File: src/hw/rtl/tcw_pkg.sv
// ----------------------------------------------------------------------------
// Text console writer package
// Shared types and constants for the character-cell text console.
// ----------------------------------------------------------------------------
package tcw_pkg;

   localparam int CSR_ADDR_W = 3;
   localparam int CSR_DATA_W = 32;

   localparam logic [CSR_ADDR_W-1:0] CSR_FG_COLOR = 3'd0;
   localparam logic [CSR_ADDR_W-1:0] CSR_BG_COLOR = 3'd4;

   localparam logic [1:0] OP_PUT   = 2'd0;
   localparam logic [1:0] OP_CLEAR = 2'd1;
   localparam logic [1:0] OP_READ  = 2'd2;

   localparam logic [7:0] NEWLINE_CODE = 8'd10;
   localparam logic [7:0] SPACE_CODE   = 8'd32;
   localparam logic [3:0] RESET_FG     = 4'd7;
   localparam logic [3:0] RESET_BG     = 4'd0;
   localparam logic [15:0] RESET_CELL  = {RESET_BG, RESET_FG, SPACE_CODE};

   typedef struct packed {
      logic [3:0] bg;
      logic [3:0] fg;
   } tcw_color_type;

   typedef enum logic [2:0] {
      ST_INIT,
      ST_IDLE,
      ST_EXEC,
      ST_PUT,
      ST_SCROLL,
      ST_FILL,
      ST_RDWAIT,
      ST_DONE
   } tcw_state_type;

endpackage

File: src/hw/rtl/tcw_csr.sv
// ----------------------------------------------------------------------------
// Text console register block
// APB-style port holding the foreground and background color registers.
// ----------------------------------------------------------------------------
module tcw_csr (
   input  logic                            clock,
   input  logic                            reset,
   input  logic                            psel,
   input  logic                            penable,
   input  logic                            pwrite,
   input  logic [tcw_pkg::CSR_ADDR_W-1:0]  paddr,
   input  logic [tcw_pkg::CSR_DATA_W-1:0]  pwdata,
   output logic [tcw_pkg::CSR_DATA_W-1:0]  prdata,
   output logic                            pready,
   output tcw_pkg::tcw_color_type          color
);
   import tcw_pkg::*;

   tcw_color_type color_ff;
   tcw_color_type color_in;
   logic          wr_en;

   assign pready = 1'b1;
   assign wr_en  = psel && penable && pwrite;
   assign color  = color_ff;

   always_comb begin
      color_in = color_ff;
      if (wr_en) begin
         unique case (paddr)
            CSR_FG_COLOR: color_in.fg = pwdata[3:0];
            CSR_BG_COLOR: color_in.bg = pwdata[3:0];
            default: ;
         endcase
      end
   end

   always_comb begin
      unique case (paddr)
         CSR_FG_COLOR: prdata = CSR_DATA_W'(color_ff.fg);
         CSR_BG_COLOR: prdata = CSR_DATA_W'(color_ff.bg);
         default:      prdata = '0;
      endcase
   end

   always_ff @(posedge clock) begin
      if (reset) begin
         color_ff.fg <= RESET_FG;
         color_ff.bg <= RESET_BG;
      end else begin
         color_ff <= color_in;
      end
   end

   wr_no_reach: assert property (@(posedge clock) disable iff (reset)
      !wr_en |=> color_ff == $past(color_ff))
      else $error("color registers changed without a write transaction");

   fg_wr: assert property (@(posedge clock) disable iff (reset)
      wr_en && paddr == CSR_FG_COLOR |=> color_ff.fg == $past(pwdata[3:0]))
      else $error("foreground color write was lost");

   bg_hold: assert property (@(posedge clock) disable iff (reset)
      wr_en && paddr == CSR_FG_COLOR |=> $stable(color_ff.bg))
      else $error("foreground write disturbed the background color");

endmodule

File: config.mk
export PLATFORM = sky130hd
export DESIGN_NAME = tcw_csr
export DESIGN_NICKNAME = d
export VERILOG_FILES = /design/src/hw/rtl/tcw_pkg.sv /design/src/hw/rtl/tcw_csr.sv
export SDC_FILE = /design/constraint.sdc
export NUM_CORES = 1
export LEC_CHECK = 0
export BUFFER_PORTS_ARGS = -buffer_cell sky130_fd_sc_hd__buf_2
export CORE_UTILIZATION = 35
export DETAILED_ROUTE_END_ITERATION = 12
export PLACE_DENSITY_LB_ADDON = 0.05
export SLEW_MARGIN = 20
export SYNTH_ARGS = -nofsm -noshare
export SYNTH_HDL_FRONTEND = slang
export SYNTH_SLANG_ARGS = --single-unit
File: constraint.sdc
create_clock -name clock -period 1.85 [get_ports clock]
set_input_delay 0.37 -clock clock [delete_from_list [all_inputs] [get_ports clock]]
set_output_delay 0.37 -clock clock [all_outputs]
set_load 0.02 [all_outputs]
==> metrics.md <==
| Metric | Value |
|---|---|
| Status | complete, no violations |
| Hold_sp | pwdata[0] |
| HPWL Detailed | 812 µm |
| Cells along the critical path | buf_2, or2_1, nor2_1, buf_2 |
| Chip width | 45.94 µm |
| Worst setup path startpoint | paddr[1] |
| Internal power | 0.2702 mW |
| CTS H-tree depth | 1 |
| Part of the power in combinational logic | 24.6% |
| Yosys top cell by area | buf_4 |
| Setup TNS | 0 ps |
| Share of cells above drive strength 1 | 29.29% |
| Leak | 0.3539 nW |
| Via density per instance | 3.669 |
| CTS Hold Bufs | 0 |
| Reg clk slew, reported paths | 50 ps |
| WL final | 1003 µm |
| Switching portion of total power | 33.48% |
| WS Path Type | input pin to output pin |
| Area of the core | 1764 µm² |
| PD cells | 578.7 nW/µm² |
| Clock latency on the worst-skew pair | 250 ps |
| Clock sinks | 8 |
| Crit end category | output pin |
| CP max stage cell | or2_1 |
| Max reg flops | 8 |
| Tcrit/Tclk final | 81.16% |
| CP max FO | 6 |
| Min Tclk post-route | 1501 ps |
| Data arrival, critical path | 1130 ps |
| Synth Instances | 78 |
| Initial Util | 38.30% |
| Number of buffers added for setup after CTS | 0 |
| MaxCap Viol Count | 0 |
| Synth Cell Area | 675.6 µm² |
| Startpoint Class | input pin |
| RSZ-0062 raised after global routing | no |
| Post-synthesis register bit count | 8 |
| First-pass GRT wire length | 1435 µm |
| Layout Nets | 141 |
| Row cnt | 15 |
| Setup violators final | 0 |
| Max clock buf depth | 2 |
| Largest net degree at the start of global routing | 16 |
| Root buffer cell | clkbuf_4 |
| Post-CTS resize count | 0 |
| Die height | 45.94 µm |
| Via count | 455 |
| Buf/Inv on CP | 2 |
| Vias in the first global route | 320 |
| Mean Syn Cell Area | 8.662 µm² |
| Dpl cells | 121 |
| CP most frequent cell | buf_2 |
| Yosys warns | 0 |
| Pwr Total | 0.4062 mW |
| Critical Path Max Stage Delay | 350 ps |
| Initial antenna violation count | 0 |
| Largest cells by area after synthesis | buf_4, dfxtp_1, mux2i_1 |
| Area Overhead vs Synth | 3.889% |
| Post-DRT Antenna Nets | 0 |
| CTS tree | done |
| Gpl congestion | 0.6207 |
| Inserted Clock Buffers | 3 |
| Switching power | 0.1360 mW |
| Hold Path Class | input pin to flip-flop |
| Total grt overflow | 0 |
| Clock power frac | 32.4% |
| Iteration-0 DRC Markers | 3 |
| F_max | 666.0 MHz |
| Synth top area share | 32.22% |
| Non-Filler Instances | 124 |
| Kind of cell adding the most delay to the critical path | simple AND/OR/NAND/NOR gates |
| Seq pwr share | 43.0% |
| # diodes | 0 |
| Fillers | 193 |
| Port-buffer cells | 23 |
| Final Hold Viols | 0 |
| Mean routed wirelength per cell | 8.089 µm |
| Die area | 2110 µm² |
| Slew Limit Fails | 0 |
| TritonRoute pass-1 iters | 4 |
| Detailed-route DRC error count | 0 |
| Required time of the critical path | 1480 ps |
| Tot GR Track Use | 10.30% |
| Count of cell types in the netlist | 12 |
| Max VDD drop | 0.0003079 V |
| Worst r2r src | color[0]$_SDFFE_PP1P_ |
| Clock Skews | 0 ps |
| I/O pin total | 81 |
| Sequential area share after synthesis | 23.70% |
-- layer usage --
metal  up-vias  routed length [µm]  share of wire (%)  GRT usage [%]
met5         -                   0                  0              0
met4         0                  10                1.0          8.824
met3         2                  88                8.8          2.381
met2        33                 436                 43          13.80
met1       190                 467                 47          13.54
li1        230                   -                  -              -
-- power groups by stage --
| stage | clock network (mW) | registers [mW] | logic (mW) |
|---|---|---|---|
| after floorplan | 0 | 0.180 | 0.130 |
| after global placement | 0 | 0.178 | 0.100 |
| after detailed placement | 0 | 0.178 | 0.100 |
| after CTS | 0.143 | 0.174 | 0.100 |
| after global routing | 0.150 | 0.175 | 0.111 |
| final | 0.132 | 0.175 | 0.100 |
-- logic make-up after synthesis --
kind of cell,count (synthesis),synth area share (%)
buf+inv,32,36.11
simple gates,24,21.30
mux,12,17.78
flops,8,23.70
other cells,2,1.112
-- placed cells by master, fill, tap and decap left out, drive strengths merged --
cell type  instances
dfxtp              8
clkbuf             3
or2                1
mux2i             12
buf               23
conb              29
nand4b             1
nor2              12
nand2b             9
nand4              1
-- tightest hold or removal path, cell delays in order --
cell and delay, ps:
buf_2 100, nand2b_1 60, mux2i_1 60
-- worst paths after layout --
path	end	slack, ps	cells after the start
worst min-delay path	color[4]$_SDFFE_PP0P_	390	3
worst min register to register	color[3]$_SDFFE_PP0P_	480	2
worst max register to register	color[0]$_SDFFE_PP1P_	1250	2
worst max-delay path	prdata[3]	350	4
-- cells in the mapped netlist (all sizes together) --
cell type / number
nor2: 12
nand2b: 9
clkbuf: 1
buf: 31
dfxtp: 8
nand4b: 1
or2: 1
conb: 2
nand4: 1
mux2i: 12
-- cell type report --
type / count / area, µm² / share of cell area, %
flip-flops and latches: 8 / 160.2 / 22.82
multi-input cells: 65 / 372.9 / 53.12
repair buffers: 23 / 115.1 / 16.40
well taps: 25 / 31.28 / 4.456
clock buffers: 3 / 22.52 / 3.209
-- stage by stage --
stage	util, %	worst slack, ps	hold slack (ps)	instance area [µm²]
after floorplan	-	452.4	524.7	777.0
after global placement	38.51	351.1	476.4	679.4
after detailed placement	38.51	326.8	481.9	679.4
after CTS	39.79	327.2	381.7	701.9
after global routing	39.79	285.1	390.3	701.9
final	39.79	348.6	392.3	701.9
No activity file was read; power rests on OpenSTA's default activity.
